[src/rtl/core/tgr_pkg.sv]
// Package for the touch gesture recognizer: field widths, scaling constants,
// configuration register indexes, gesture codes and shared structs.
// No dependencies.
package tgr_pkg;

   localparam int MAX_X = 319;
   localparam int MAX_Y = 239;

   localparam int RAW_W  = 10;
   localparam int TIME_W = 32;
   localparam int X_W    = 9;
   localparam int Y_W    = 8;
   localparam int MS_W   = 16;
   localparam int DRAG_W = 9;

   // Calibration points of the panel
   localparam int RAW_X0 = 170;
   localparam int RAW_X1 = 960;
   localparam int RAW_Y0 = 190;
   localparam int RAW_Y1 = 990;

   // Constant division by reciprocal multiply: q = (a * MUL) >> RECIP_SHIFT
   localparam int RECIP_SHIFT = 24;
   localparam int MUL_W       = 28;
   localparam int PROD_W      = RAW_W + MUL_W;
   localparam int Q_W         = 13;
   localparam longint MUL_Y_L =
      ((longint'(MAX_Y) << RECIP_SHIFT) + longint'(RAW_X1 - RAW_X0) - 64'd1)
      / longint'(RAW_X1 - RAW_X0);
   localparam longint MUL_X_L =
      ((longint'(MAX_X) << RECIP_SHIFT) + longint'(RAW_Y1 - RAW_Y0) - 64'd1)
      / longint'(RAW_Y1 - RAW_Y0);
   localparam logic [MUL_W-1:0] MUL_Y = MUL_W'(MUL_Y_L);
   localparam logic [MUL_W-1:0] MUL_X = MUL_W'(MUL_X_L);

   localparam int CSR_IDX_W  = 3;
   localparam int CSR_DATA_W = 16;

   typedef enum logic [CSR_IDX_W-1:0] {
      CSR_PRESSURE_THRESHOLD = 3'd0,
      CSR_RELEASE_DELAY      = 3'd1,
      CSR_LONG_PRESS         = 3'd2,
      CSR_DOUBLE_TAP         = 3'd3,
      CSR_DRAG_DISTANCE      = 3'd4
   } tgr_csr_idx_type;

   typedef enum logic [3:0] {
      G_NONE          = 4'd0,
      G_PRESS         = 4'd1,
      G_DOUBLE_PRESS  = 4'd2,
      G_DRAG          = 4'd3,
      G_LONG_DRAG     = 4'd4,
      G_TAP_DRAG      = 4'd5,
      G_LONG_PRESS    = 4'd6,
      G_TAP_LONG      = 4'd7,
      G_TAPPED        = 4'd8,
      G_DOUBLE_TAPPED = 4'd9,
      G_DRAG_REL      = 4'd10,
      G_LONG_REL      = 4'd11,
      G_LONG_DRAG_REL = 4'd12,
      G_TAP_DRAG_REL  = 4'd13,
      G_TAP_LONG_REL  = 4'd14
   } tgr_gesture_type;

   typedef struct packed {
      logic [RAW_W-1:0]  pressure_threshold;
      logic [MS_W-1:0]   release_delay_ms;
      logic [MS_W-1:0]   long_press_ms;
      logic [MS_W-1:0]   double_tap_ms;
      logic [DRAG_W-1:0] drag_distance;
   } tgr_cfg_type;

   // One scaled sample handed from the scaling stage to the tracker
   typedef struct packed {
      logic              touching;
      logic [X_W-1:0]    x;
      logic [Y_W-1:0]    y;
      logic [TIME_W-1:0] time_ms;
   } tgr_sample_type;

endpackage

[src/rtl/core/tgr_scale.sv]
// Input register and scaling stage: raw panel readings to clamped screen
// coordinates plus the touch decision. Depends on tgr_pkg.
module tgr_scale (
   input  logic                          clock,
   input  logic                          reset,
   input  tgr_pkg::tgr_cfg_type          cfg,
   input  logic                          req_valid,
   output logic                          req_ready,
   input  logic [tgr_pkg::RAW_W-1:0]     req_pressure,
   input  logic [tgr_pkg::RAW_W-1:0]     req_raw_x,
   input  logic [tgr_pkg::RAW_W-1:0]     req_raw_y,
   input  logic [tgr_pkg::TIME_W-1:0]    req_time_ms,
   output logic                          smp_valid,
   input  logic                          smp_ready,
   output tgr_pkg::tgr_sample_type       smp
);

   logic                          s1_valid_ff;
   logic [tgr_pkg::RAW_W-1:0]     pressure_ff;
   logic [tgr_pkg::RAW_W-1:0]     raw_x_ff;
   logic [tgr_pkg::RAW_W-1:0]     raw_y_ff;
   logic [tgr_pkg::TIME_W-1:0]    time_ff;
   logic                          s2_valid_ff;
   tgr_pkg::tgr_sample_type       smp_ff;
   tgr_pkg::tgr_sample_type       smp_in;
   logic                          s2_load;

   logic [tgr_pkg::RAW_W-1:0]     ay;
   logic [tgr_pkg::RAW_W-1:0]     ax;
   logic [tgr_pkg::PROD_W-1:0]    prod_y;
   logic [tgr_pkg::PROD_W-1:0]    prod_x;
   logic [tgr_pkg::Q_W-1:0]       q_y;
   logic [tgr_pkg::Q_W-1:0]       q_x;
   logic [tgr_pkg::Q_W-1:0]       y_full;

   assign s2_load   = !s2_valid_ff || smp_ready;
   assign req_ready = !s1_valid_ff || s2_load;

   // Screen y falls as raw x rises; screen x rises with raw y
   always_comb begin
      ay     = raw_x_ff - tgr_pkg::RAW_W'(tgr_pkg::RAW_X0);
      ax     = raw_y_ff - tgr_pkg::RAW_W'(tgr_pkg::RAW_Y0);
      prod_y = tgr_pkg::PROD_W'(ay) * tgr_pkg::PROD_W'(tgr_pkg::MUL_Y);
      prod_x = tgr_pkg::PROD_W'(ax) * tgr_pkg::PROD_W'(tgr_pkg::MUL_X);
      q_y    = prod_y[tgr_pkg::RECIP_SHIFT +: tgr_pkg::Q_W];
      q_x    = prod_x[tgr_pkg::RECIP_SHIFT +: tgr_pkg::Q_W];
      y_full = tgr_pkg::Q_W'(tgr_pkg::MAX_Y) - q_y;

      smp_in.touching = pressure_ff > cfg.pressure_threshold;
      smp_in.time_ms  = time_ff;

      if (raw_x_ff < tgr_pkg::RAW_W'(tgr_pkg::RAW_X0)) begin
         smp_in.y = tgr_pkg::Y_W'(tgr_pkg::MAX_Y);
      end else if (q_y > tgr_pkg::Q_W'(tgr_pkg::MAX_Y)) begin
         smp_in.y = '0;
      end else begin
         smp_in.y = y_full[tgr_pkg::Y_W-1:0];
      end

      if (raw_y_ff < tgr_pkg::RAW_W'(tgr_pkg::RAW_Y0)) begin
         smp_in.x = '0;
      end else if (q_x > tgr_pkg::Q_W'(tgr_pkg::MAX_X)) begin
         smp_in.x = tgr_pkg::X_W'(tgr_pkg::MAX_X);
      end else begin
         smp_in.x = q_x[tgr_pkg::X_W-1:0];
      end
   end

   always_ff @(posedge clock) begin
      if (reset) begin
         s1_valid_ff <= 1'b0;
         s2_valid_ff <= 1'b0;
      end else begin
         if (s2_load) begin
            s2_valid_ff <= s1_valid_ff;
         end
         if (req_ready) begin
            s1_valid_ff <= req_valid;
         end
      end
      if (req_valid && req_ready) begin
         pressure_ff <= req_pressure;
         raw_x_ff    <= req_raw_x;
         raw_y_ff    <= req_raw_y;
         time_ff     <= req_time_ms;
      end
      if (s2_load && s1_valid_ff) begin
         smp_ff <= smp_in;
      end
   end

   assign smp_valid = s2_valid_ff;
   assign smp       = smp_ff;

endmodule

[src/rtl/core/tgr_track.sv]
// Gesture tracker: press state, gesture flags and timers, plus the result
// register. Depends on tgr_pkg.
module tgr_track (
   input  logic                          clock,
   input  logic                          reset,
   input  tgr_pkg::tgr_cfg_type          cfg,
   input  logic                          smp_valid,
   output logic                          smp_ready,
   input  tgr_pkg::tgr_sample_type       smp,
   output logic                          rsp_valid,
   input  logic                          rsp_ready,
   output logic                          rsp_touching,
   output logic [3:0]                    rsp_gesture,
   output logic [tgr_pkg::X_W-1:0]       rsp_start_x,
   output logic [tgr_pkg::Y_W-1:0]       rsp_start_y,
   output logic [tgr_pkg::X_W-1:0]       rsp_end_x,
   output logic [tgr_pkg::Y_W-1:0]       rsp_end_y
);

   logic                          is_pressed_ff, is_pressed_in;
   logic                          long_flag_ff, long_flag_in;
   logic                          drag_flag_ff, drag_flag_in;
   logic                          double_flag_ff, double_flag_in;
   logic [tgr_pkg::X_W-1:0]       press_x_ff, press_x_in;
   logic [tgr_pkg::Y_W-1:0]       press_y_ff, press_y_in;
   logic [tgr_pkg::X_W-1:0]       last_x_ff, last_x_in;
   logic [tgr_pkg::Y_W-1:0]       last_y_ff, last_y_in;
   logic [tgr_pkg::TIME_W-1:0]    last_time_ff, last_time_in;
   logic [tgr_pkg::TIME_W-1:0]    ref_time_ff, ref_time_in;

   logic                          rsp_valid_ff;
   logic                          touching_ff;
   tgr_pkg::tgr_gesture_type      gesture_ff, gesture_in;
   logic [tgr_pkg::X_W-1:0]       sx_ff, sx_in, ex_ff, ex_in;
   logic [tgr_pkg::Y_W-1:0]       sy_ff, sy_in, ey_ff, ey_in;

   logic [tgr_pkg::TIME_W-1:0]    dt_last;
   logic [tgr_pkg::TIME_W-1:0]    dt_ref;
   logic [tgr_pkg::X_W-1:0]       dx;
   logic [tgr_pkg::Y_W-1:0]       dy;
   logic                          advance;
   logic                          is_release;

   assign smp_ready = !rsp_valid_ff || rsp_ready;
   assign advance   = smp_valid && smp_ready;

   always_comb begin
      is_pressed_in  = is_pressed_ff;
      long_flag_in   = long_flag_ff;
      drag_flag_in   = drag_flag_ff;
      double_flag_in = double_flag_ff;
      press_x_in     = press_x_ff;
      press_y_in     = press_y_ff;
      last_x_in      = last_x_ff;
      last_y_in      = last_y_ff;
      last_time_in   = last_time_ff;
      ref_time_in    = ref_time_ff;
      gesture_in     = tgr_pkg::G_NONE;
      sx_in          = '0;
      sy_in          = '0;
      ex_in          = '0;
      ey_in          = '0;
      is_release     = 1'b0;

      dt_last = smp.time_ms - last_time_ff;
      dt_ref  = smp.time_ms - ref_time_ff;
      dx = (smp.x > press_x_ff) ? smp.x - press_x_ff : press_x_ff - smp.x;
      dy = (smp.y > press_y_ff) ? smp.y - press_y_ff : press_y_ff - smp.y;

      if (smp.touching) begin
         last_x_in    = smp.x;
         last_y_in    = smp.y;
         last_time_in = smp.time_ms;
         if (!is_pressed_ff) begin
            long_flag_in  = 1'b0;
            drag_flag_in  = 1'b0;
            is_pressed_in = 1'b1;
            press_x_in    = smp.x;
            press_y_in    = smp.y;
            if (dt_last < tgr_pkg::TIME_W'(cfg.double_tap_ms)) begin
               double_flag_in = 1'b1;
               gesture_in     = tgr_pkg::G_DOUBLE_PRESS;
            end else begin
               ref_time_in = smp.time_ms;
               gesture_in  = tgr_pkg::G_PRESS;
            end
         end else if (dx > cfg.drag_distance ||
                      tgr_pkg::DRAG_W'(dy) > cfg.drag_distance) begin
            drag_flag_in = 1'b1;
            ref_time_in  = smp.time_ms;
            if (double_flag_ff) begin
               gesture_in = tgr_pkg::G_TAP_DRAG;
            end else if (long_flag_ff) begin
               gesture_in = tgr_pkg::G_LONG_DRAG;
            end else begin
               gesture_in = tgr_pkg::G_DRAG;
            end
         end else if (dt_ref > tgr_pkg::TIME_W'(cfg.long_press_ms) &&
                      !long_flag_ff && !drag_flag_ff) begin
            long_flag_in = 1'b1;
            ref_time_in  = smp.time_ms;
            gesture_in   = double_flag_ff ? tgr_pkg::G_TAP_LONG : tgr_pkg::G_LONG_PRESS;
         end
         if (gesture_in != tgr_pkg::G_NONE) begin
            sx_in = press_x_in;
            sy_in = press_y_in;
            ex_in = smp.x;
            ey_in = smp.y;
         end
      end else if (is_pressed_ff &&
                   dt_last > tgr_pkg::TIME_W'(cfg.release_delay_ms)) begin
         is_release = 1'b1;
         if (double_flag_ff) begin
            if (drag_flag_ff) begin
               gesture_in = tgr_pkg::G_TAP_DRAG_REL;
            end else if (long_flag_ff) begin
               gesture_in = tgr_pkg::G_TAP_LONG_REL;
            end else begin
               gesture_in = tgr_pkg::G_DOUBLE_TAPPED;
            end
         end else if (drag_flag_ff) begin
            gesture_in = long_flag_ff ? tgr_pkg::G_LONG_DRAG_REL : tgr_pkg::G_DRAG_REL;
         end else begin
            gesture_in = long_flag_ff ? tgr_pkg::G_LONG_REL : tgr_pkg::G_TAPPED;
         end
         sx_in          = press_x_ff;
         sy_in          = press_y_ff;
         ex_in          = last_x_ff;
         ey_in          = last_y_ff;
         is_pressed_in  = 1'b0;
         long_flag_in   = 1'b0;
         drag_flag_in   = 1'b0;
         double_flag_in = 1'b0;
      end
   end

   always_ff @(posedge clock) begin
      if (reset) begin
         is_pressed_ff  <= 1'b0;
         long_flag_ff   <= 1'b0;
         drag_flag_ff   <= 1'b0;
         double_flag_ff <= 1'b0;
         press_x_ff     <= '0;
         press_y_ff     <= '0;
         last_x_ff      <= '0;
         last_y_ff      <= '0;
         last_time_ff   <= '0;
         ref_time_ff    <= '0;
         rsp_valid_ff   <= 1'b0;
      end else begin
         if (smp_ready) begin
            rsp_valid_ff <= smp_valid;
         end
         if (advance) begin
            is_pressed_ff  <= is_pressed_in;
            long_flag_ff   <= long_flag_in;
            drag_flag_ff   <= drag_flag_in;
            double_flag_ff <= double_flag_in;
            press_x_ff     <= press_x_in;
            press_y_ff     <= press_y_in;
            last_x_ff      <= last_x_in;
            last_y_ff      <= last_y_in;
            last_time_ff   <= last_time_in;
            ref_time_ff    <= ref_time_in;
         end
      end
      if (advance) begin
         touching_ff <= smp.touching;
         gesture_ff  <= gesture_in;
         sx_ff       <= sx_in;
         sy_ff       <= sy_in;
         ex_ff       <= ex_in;
         ey_ff       <= ey_in;
      end
   end

   assign rsp_valid    = rsp_valid_ff;
   assign rsp_touching = touching_ff;
   assign rsp_gesture  = gesture_ff;
   assign rsp_start_x  = sx_ff;
   assign rsp_start_y  = sy_ff;
   assign rsp_end_x    = ex_ff;
   assign rsp_end_y    = ey_ff;

   a_none_no_points: assert property (@(posedge clock) disable iff (reset)
      rsp_valid && rsp_gesture == tgr_pkg::G_NONE |->
         rsp_start_x == '0 && rsp_start_y == '0 && rsp_end_x == '0 && rsp_end_y == '0)
      else $error("no-event result carries nonzero points");

   a_idle_only_release: assert property (@(posedge clock) disable iff (reset)
      rsp_valid && !rsp_touching |->
         rsp_gesture == tgr_pkg::G_NONE || rsp_gesture >= tgr_pkg::G_TAPPED)
      else $error("non-touching sample produced a press-type gesture");

   a_release_clears: assert property (@(posedge clock) disable iff (reset)
      advance && is_release |=> !is_pressed_ff && !long_flag_ff &&
         !drag_flag_ff && !double_flag_ff)
      else $error("release left press state behind");

   a_flags_need_press: assert property (@(posedge clock) disable iff (reset)
      long_flag_ff || drag_flag_ff || double_flag_ff |-> is_pressed_ff)
      else $error("gesture flag set while not pressed");

endmodule

[src/rtl/core/touch_gesture_recognizer.sv]
// Top level of the touch gesture recognizer: configuration registers and the
// two-stage sample pipeline. Depends on tgr_pkg, tgr_scale and tgr_track.
//
// Each accepted req item is one resistive touch sample (pressure, raw x and
// y readings, millisecond timestamp) and yields exactly one rsp item: the
// touch flag, a gesture code (0 none, 1 press ... 14 tap+long released) and
// the start and end screen points of the gesture, all zero when no event.
// The block takes one item every cycle while rsp is not stalled. The first
// stage registers an accepted sample, scales it to a clamped 320x240 screen
// point with one constant multiply per axis and registers that point; the
// second stage updates the press state and timers and loads the result
// register. Backpressure on rsp stalls both stages together; a free result
// register or stage lets req keep flowing. Timestamps compare modulo 2^32.
// Write the csr registers (index 0 pressure threshold, 1 release delay,
// 2 long press time, 3 double tap window, 4 drag distance) only while no item
// is in flight; indexes above 4 are ignored and wide data is truncated.
module touch_gesture_recognizer (
   input  logic                             clock,
   input  logic                             reset,
   input  logic                             csr_we,
   input  logic [tgr_pkg::CSR_IDX_W-1:0]    csr_index,
   input  logic [tgr_pkg::CSR_DATA_W-1:0]   csr_wdata,
   input  logic                             req_valid,
   output logic                             req_ready,
   input  logic [tgr_pkg::RAW_W-1:0]        req_pressure,
   input  logic [tgr_pkg::RAW_W-1:0]        req_raw_x,
   input  logic [tgr_pkg::RAW_W-1:0]        req_raw_y,
   input  logic [tgr_pkg::TIME_W-1:0]       req_time_ms,
   output logic                             rsp_valid,
   input  logic                             rsp_ready,
   output logic                             rsp_touching,
   output logic [3:0]                       rsp_gesture,
   output logic [tgr_pkg::X_W-1:0]          rsp_start_x,
   output logic [tgr_pkg::Y_W-1:0]          rsp_start_y,
   output logic [tgr_pkg::X_W-1:0]          rsp_end_x,
   output logic [tgr_pkg::Y_W-1:0]          rsp_end_y
);

   tgr_pkg::tgr_cfg_type     cfg_ff;
   tgr_pkg::tgr_sample_type  smp;
   logic                     smp_valid;
   logic                     smp_ready;

   // Configuration registers; reset to the documented defaults
   always_ff @(posedge clock) begin
      if (reset) begin
         cfg_ff.pressure_threshold <= tgr_pkg::RAW_W'(10);
         cfg_ff.release_delay_ms   <= tgr_pkg::MS_W'(300);
         cfg_ff.long_press_ms      <= tgr_pkg::MS_W'(500);
         cfg_ff.double_tap_ms      <= tgr_pkg::MS_W'(700);
         cfg_ff.drag_distance      <= tgr_pkg::DRAG_W'(20);
      end else if (csr_we) begin
         case (csr_index)
            tgr_pkg::CSR_PRESSURE_THRESHOLD: begin
               cfg_ff.pressure_threshold <= csr_wdata[tgr_pkg::RAW_W-1:0];
            end
            tgr_pkg::CSR_RELEASE_DELAY: begin
               cfg_ff.release_delay_ms <= csr_wdata;
            end
            tgr_pkg::CSR_LONG_PRESS: begin
               cfg_ff.long_press_ms <= csr_wdata;
            end
            tgr_pkg::CSR_DOUBLE_TAP: begin
               cfg_ff.double_tap_ms <= csr_wdata;
            end
            tgr_pkg::CSR_DRAG_DISTANCE: begin
               cfg_ff.drag_distance <= csr_wdata[tgr_pkg::DRAG_W-1:0];
            end
            default: begin
               // drop writes to unused indexes
            end
         endcase
      end
   end

   // Stage 1: hold the sample, scale and clamp it, decide touch
   tgr_scale u_scale (
      .clock        (clock),
      .reset        (reset),
      .cfg          (cfg_ff),
      .req_valid    (req_valid),
      .req_ready    (req_ready),
      .req_pressure (req_pressure),
      .req_raw_x    (req_raw_x),
      .req_raw_y    (req_raw_y),
      .req_time_ms  (req_time_ms),
      .smp_valid    (smp_valid),
      .smp_ready    (smp_ready),
      .smp          (smp)
   );

   // Stage 2: advance the gesture state and register the result item
   tgr_track u_track (
      .clock        (clock),
      .reset        (reset),
      .cfg          (cfg_ff),
      .smp_valid    (smp_valid),
      .smp_ready    (smp_ready),
      .smp          (smp),
      .rsp_valid    (rsp_valid),
      .rsp_ready    (rsp_ready),
      .rsp_touching (rsp_touching),
      .rsp_gesture  (rsp_gesture),
      .rsp_start_x  (rsp_start_x),
      .rsp_start_y  (rsp_start_y),
      .rsp_end_x    (rsp_end_x),
      .rsp_end_y    (rsp_end_y)
   );

endmodule
[config.mk]
export PLATFORM = sky130hd
export DESIGN_NAME = touch_gesture_recognizer
export DESIGN_NICKNAME = d
export VERILOG_FILES = /design/src/rtl/core/tgr_pkg.sv /design/src/rtl/core/tgr_scale.sv /design/src/rtl/core/tgr_track.sv /design/src/rtl/core/touch_gesture_recognizer.sv
export SDC_FILE = /design/constraint.sdc
export NUM_CORES = 1
export LEC_CHECK = 0
export BUFFER_PORTS_ARGS = -buffer_cell sky130_fd_sc_hd__buf_4
export CORE_MARGIN = 2
export CORE_UTILIZATION = 57
export DETAILED_ROUTE_END_ITERATION = 10
export GPL_ROUTABILITY_DRIVEN = 0
export GPL_TIMING_DRIVEN = 1
export PLACE_DENSITY = 0.75
export SYNTH_ARGS = -nofsm -noshare
export SYNTH_HDL_FRONTEND = slang
export SYNTH_SLANG_ARGS = --single-unit
[constraint.sdc]
create_clock -name clock -period 7.6 [get_ports clock]
set_input_delay 0.38 -clock clock [delete_from_list [all_inputs] [get_ports clock]]
set_output_delay 0.38 -clock clock [all_outputs]
set_load 0.1 [all_outputs]
# ---- Word level (Yosys, flattened, before mapping)
# Index checks and enable logic that the tools add are counted.
# Widths: inputs -> output; s select.
dict set report totals {
  register_bits 323
  latch_bits 0
  ram_bits 0
  mem_bits_ro 0
  inputBits 86
  output_inout_bits 41
  word_cells 149
  mem_count 0
}
dict set report op_classes {
  addsub 9
  n_mul 2
  div_mod_pow 0
  order_cmp 12
  eq_ne 11
  n_shift 0
  muxes 50
  bitwise_logic 0
  n_reduce_logical 31
}
# op count
set op_table {}
lappend op_table {{$mux 32} 4}
lappend op_table {{$mux 9} 9}
lappend op_table {{$mux 8} 9}
lappend op_table {{$mul 10x23->33 const B} 2}
lappend op_table {{$gt 32x16->1} 2}
lappend op_table {{$sub 32x32->32} 2}
lappend op_table {{$mux 4} 10}
lappend op_table {{$lt 32x16->1} 1}
lappend op_table {{$lt 10x8->1 const B} 2}
lappend op_table {{$sub 10x8->10 const B} 2}
lappend op_table {{$gt 9x9->1} 2}
lappend op_table {{$sub 9x9->9} 2}
lappend op_table {{$sub 8x8->8} 2}
lappend op_table {{$reduce_and 2->1} 7}
lappend op_table {{$mux 1} 13}
lappend op_table {{$ne 3x3->1 const B} 4}
lappend op_table {{$reduce_and 4->1} 3}
lappend op_table {{$gt 10x10->1} 1}
lappend op_table {{$gt 8x9->1} 1}
lappend op_table {{$gt 9x8->1 const B} 1}
lappend op_table {{$gt 9x9->1 const B} 1}
lappend op_table {{$mux 3} 3}
lappend op_table {{$gt 8x8->1} 1}
lappend op_table {{$sub 8x8->8 const A} 1}
lappend op_table {{other kinds (14)} 30}

# ---- Longest topological paths before layout
dict set report logic_depth {
  ltp_word 11
  ltp_mapped 30
}

# ---- Modules after synthesis
# From an unflattened synthesis, not the netlist that was laid out.
dict set report hier_totals {
  hier_cells 2894
  hier_area_um2 26943.3
}
# module instances cells_each area_per_inst_um2 seq_area_each_um2
set modules_own_cells {}
lappend modules_own_cells {tgr_track 1 1624 12824.8 3233.1}
lappend modules_own_cells {tgr_scale 1 1019 11443.5 3403.3}
lappend modules_own_cells {touch_gesture_recognizer 1 251 2675.1 1341.3}

# ---- Least setup slack after synthesis
# No wires, ideal clock.
dict set report synth_timing {
  path_type {flip-flop to flip-flop}
  from {register u_scale.raw_x_ff[1] in the netlist's numbering}
  to {register u_scale.smp_ff (netlist bit u_scale.smp[35]), data pin}
  setup_ps 272
  t_arrival_ps 6848
  setup_slack_ps 480
  path_stages_with_launch 29
  n_path_buf 0
  period_less_slack_ps 7120
  cell_sequence {edfxtp_1 o21ai_0 inv_1 o21ai_0 inv_1 o21ai_0 xor2_1 inv_1 fa_1 inv_1 fa_1 fa_1 inv_1 fa_1 inv_1 fa_1 inv_1 ha_1 nand3_1 o31a_1 o2111a_1 o31ai_1 a21oi_1 xnor2_1 ha_1 inv_1 mux2i_1 o211ai_1 o21ai_0}
}
dict set report synth_between {
  elab_chain_len 4
}
# item line_no
set synth_rtl {}
lappend synth_rtl {{start, declared} tgr_scale.sv:20} ;# logic [tgr_pkg::RAW_W-1:0] raw_x_ff;
lappend synth_rtl {{start signal, assigned} tgr_scale.sv:83} ;# raw_x_ff <= req_raw_x;
lappend synth_rtl {{$sub 10x8->10} tgr_scale.sv:41} ;# ay = raw_x_ff - tgr_pkg::RAW_W'(tgr_pkg::RAW_X0);
lappend synth_rtl {{$mul 10x23->33} tgr_scale.sv:43} ;# prod_y = tgr_pkg::PROD_W'(ay) * tgr_pkg::PROD_W'(tgr_pkg::MUL_Y);
lappend synth_rtl {{$sub 8x8->8 or $gt 9x8->1 (tied branches)} {tgr_scale.sv:47, tgr_scale.sv:54}}
lappend synth_rtl {{$mux 8} tgr_scale.sv:54} ;# end else if (q_y > tgr_pkg::Q_W'(tgr_pkg::MAX_Y)) begin
lappend synth_rtl {{end signal, assigned} tgr_scale.sv:88} ;# smp_ff <= smp_in;
lappend synth_rtl {{end, declared} tgr_scale.sv:24} ;# tgr_pkg::tgr_sample_type smp_ff;
# Parallel ways exist; a longest one is shown, timed or not.
# A chain may end at the register's enable or synchronous reset.

# ---- Final worst setup path
dict set report layout_timing {
  from {register u_scale.raw_x_ff[1] in the netlist's numbering}
  to {register u_scale.smp_ff (netlist bit u_scale.smp[38]), data pin}
}
# Same word-level chain as after synthesis.

==> impl_metrics.py <==
metrics = {
    "cts": {
        "clkLatencyLatePin_ps": 580,
        "cts_tree": "yes",
        "cts_buffers": 38,
        "root_buffer": "clkbuf_16",
        "clk_pin_slew_worst_paths_ps": 70,
        "clockBufferDepth": 3,
        "htreeDepth": 2,
        "cts.sinks": 323,
    },
    "power": {
        "power_density_nw_per_um2": 407,
        "p_leak_nw": 12.9,
        "irDropWorstVdd_mv": 0.427,
        "finalPower_mw": 12.0,
    },
    "sta": {
        "slew_viol_final": 0,
        "post-route-min-period_ps": 7080,
        "fin_ws_ps": 519,
        "tightest_slew_ps": 1300,
        "setup_viol": 0,
        "max_freq_ghz": 0.141,
        "finalCritPeriodShare": 0.932,
        "fin_hold_ws_ps": 77.0,
        "hold_viol": 0,
        "finClkSkew_ps": 31.7,
        "relSlewSlack": 0.130,
        "tns_ps": 0,
    },
    "logic_synthesis": {
        "synthCells": 2833,
        "ys_seq_area_frac": 0.307,
        "syn_nets": 3416,
        "avgSynthCellArea_um2": 9.18,
        "synth_warnings": 0,
        "synth_edf_count": 151,
        "postSynth.asyncResetShare": 0,
        "synth_seq_cells": 323,
        "ys.flop_type": "dfxtp_1",
        "synth_area_um2": 26000,
        "ys_types": 90,
    },
    "placed_design": {
        "port_buffers": 126,
        "placed_area_um2": 27500,
        "dp.cells": 3486,
        "place_ws_ps": 127,
        "hpwl_um": 48000,
    },
    "floorplan": {
        "dieHeight_um": 218,
        "row_count": 78,
        "io_pins": 127,
        "start_util": 0.576,
        "fp.coreArea_um2": 45200,
        "die_area_um2": 47400,
        "die_w_um": 218,
    },
    "route": {
        "wl_per_cell_um": 17.3,
        "drt_first_pass_iters": 6,
        "postRouteWirelength_um": 62800,
        "route.vias.total": 20670,
        "drc": 0,
        "first_iter_violations": 1422,
        "drtAntennaViolNets": 0,
        "viasPerCell": 5.71,
    },
    "worst_setup_path": {
        "crit_arrival_ps": 7370,
        "crit_top_cell": "inv_1",
        "worst_ep_required_time_ps": 7890,
        "path_class": "register to register",
        "critical_path.top_delay_family": "adder cells",
        "r2r_slack_ps": 520,
        "path_max_fanout": 7,
        "crit_buf_inv": 8,
        "startpoint_type": "register",
        "max_stage_delay_ps": 570,
        "slowest_stage": "fa_1",
        "end_kind": "register",
    },
    "cells_and_area": {
        "final_util": 0.652,
        "fin_nets": 3574,
        "design_area_um2": 29500,
        "final_common_cell": "inv_1",
        "area_growth_pct": 13.2,
        "drive_gt1_frac": 0.0851,
        "n_antenna_cell": 0,
        "finalNonFillerCells": 3621,
        "layout_common_cells": "inv_1 (422), ha_1 (366), nand2_1 (352)",
    },
    "min_path": {
        "hold_path_class": "primary input to register",
    },
    "grt": {
        "grt.overflow.total": 0,
        "grt_max_degree": 112,
        "track_usage": 0.266,
        "grt_pass1_vias": 20466,
        "antenna_found_initial": 0,
        "grt_pass1_wl_um": 102000,
    },
    "flow_run": {
        "drv_cap": 0,
    },
    "status": {
        "status": "finished, final reports clean",
    },
}
-- timing repair --
action | in CTS | in global routing
buffers inserted | 0 | 3
resized for setup | 0 | 10
hold endpoints to repair | 62 | 0
hold buffers | 62 | 0
endpoints found under the setup margin | 0 | 14
-- worst min-delay path: stages --
cell	delay (ps)
buf_4	120
nand2_1	50
a21oi_1	50
-- final timing paths --
path | startpoint | to | depth (start not counted)
max reg2reg | u_scale.raw_x_ff[1] | u_scale.smp[38] | 30
min reg2reg | u_scale.time_ff[11] | u_scale.smp[11] | 0
max | u_scale.raw_x_ff[1] | u_scale.smp[38] | 30
min | csr_wdata[15] | cfg_ff[24] | 3
-- cell type report --
class | instances | area [um2]
clock buffer | 46 | 1050
clock inverter | 24 | 248
fill | 3581 | 15700
inverter | 423 | 1590
multi-input combinational | 1996 | 16100
sequential | 323 | 7980
tap | 600 | 751
timing repair buffer | 209 | 1720
-- flip-flops by register name (all words and copies together), names as in the netlist, 4 cells and up --
register,count
cfg_ff,67
u_scale.smp,50
u_scale.time_ff,32
u_track.last_time_ff,32
u_track.ref_time_ff,32
u_scale.pressure_ff,10
u_scale.raw_x_ff,10
u_scale.raw_y_ff,10
u_track.last_x_ff,9
u_track.press_x_ff,9
u_track.rsp_end_x,9
u_track.rsp_start_x,9
u_track.last_y_ff,8
u_track.press_y_ff,8
u_track.rsp_end_y,8
u_track.rsp_start_y,8
u_track.rsp_gesture,4
-- kinds of logic (layout without fill, tap and decap cells) --
| family | after synthesis | in the layout | synth area share |
|---|---|---|---|
| AOI/OAI and AO/OA | 617 | 617 | 0.153 |
| adders and majority gates | 497 | 497 | 0.277 |
| and+or+nand+nor | 735 | 735 | 0.135 |
| muxes | 52 | 52 | 0.0203 |
| DFF | 323 | 323 | 0.307 |
| xor gates and xnor gates | 95 | 95 | 0.0320 |
| buffers and inverters | 514 | 702 | 0.0766 |
-- cell usage after synthesis, drive strengths merged, types with 5 or more instances --
cell type / count / share of area
nor2: 88 / 0.013
a211o: 10 / 0.0034
and2: 14 / 0.0034
buf: 20 / 0.0053
mux2: 7 / 0.0030
or2: 9 / 0.0022
a31oi: 14 / 0.0036
fa: 131 / 0.10
clkbuf: 71 / 0.010
a211oi: 12 / 0.0037
nand3: 40 / 0.0077
inv: 423 / 0.061
o31a: 5 / 0.0017
o2111ai: 8 / 0.0027
edfxtp: 151 / 0.17
xnor2: 54 / 0.018
xor2: 41 / 0.014
or3: 11 / 0.0026
o21bai: 8 / 0.0023
nor4: 8 / 0.0025
ha: 366 / 0.18
nor3: 21 / 0.0040
o22ai: 5 / 0.0012
a2111oi: 7 / 0.0024
a41oi: 8 / 0.0027
nand2: 354 / 0.051
nand2b: 83 / 0.020
a22o: 35 / 0.012
nand3b: 21 / 0.0061
nand4: 44 / 0.011
nor2b: 22 / 0.0053
dfxtp: 172 / 0.13
mux2i: 45 / 0.017
o21a: 26 / 0.0075
o31ai: 10 / 0.0029
a21oi: 260 / 0.051
o211ai: 20 / 0.0063
a21o: 58 / 0.017
o21ai: 89 / 0.017
-- power breakdown --
group | internal, mW | switching [mW]
sequential | 2.07 | 0.155
clock | 1.11 | 0.792
combinational | 3.42 | 4.46
-- layer usage --
metal,share of wire,track usage,up-vias
met5,0,0,-
li1,-,-,10015
met2,0.46,0.440,633
met3,0.065,0.0523,132
met4,0.035,0.0954,0
met1,0.44,0.347,9890
No activity file was read; power rests on OpenSTA's default activity.
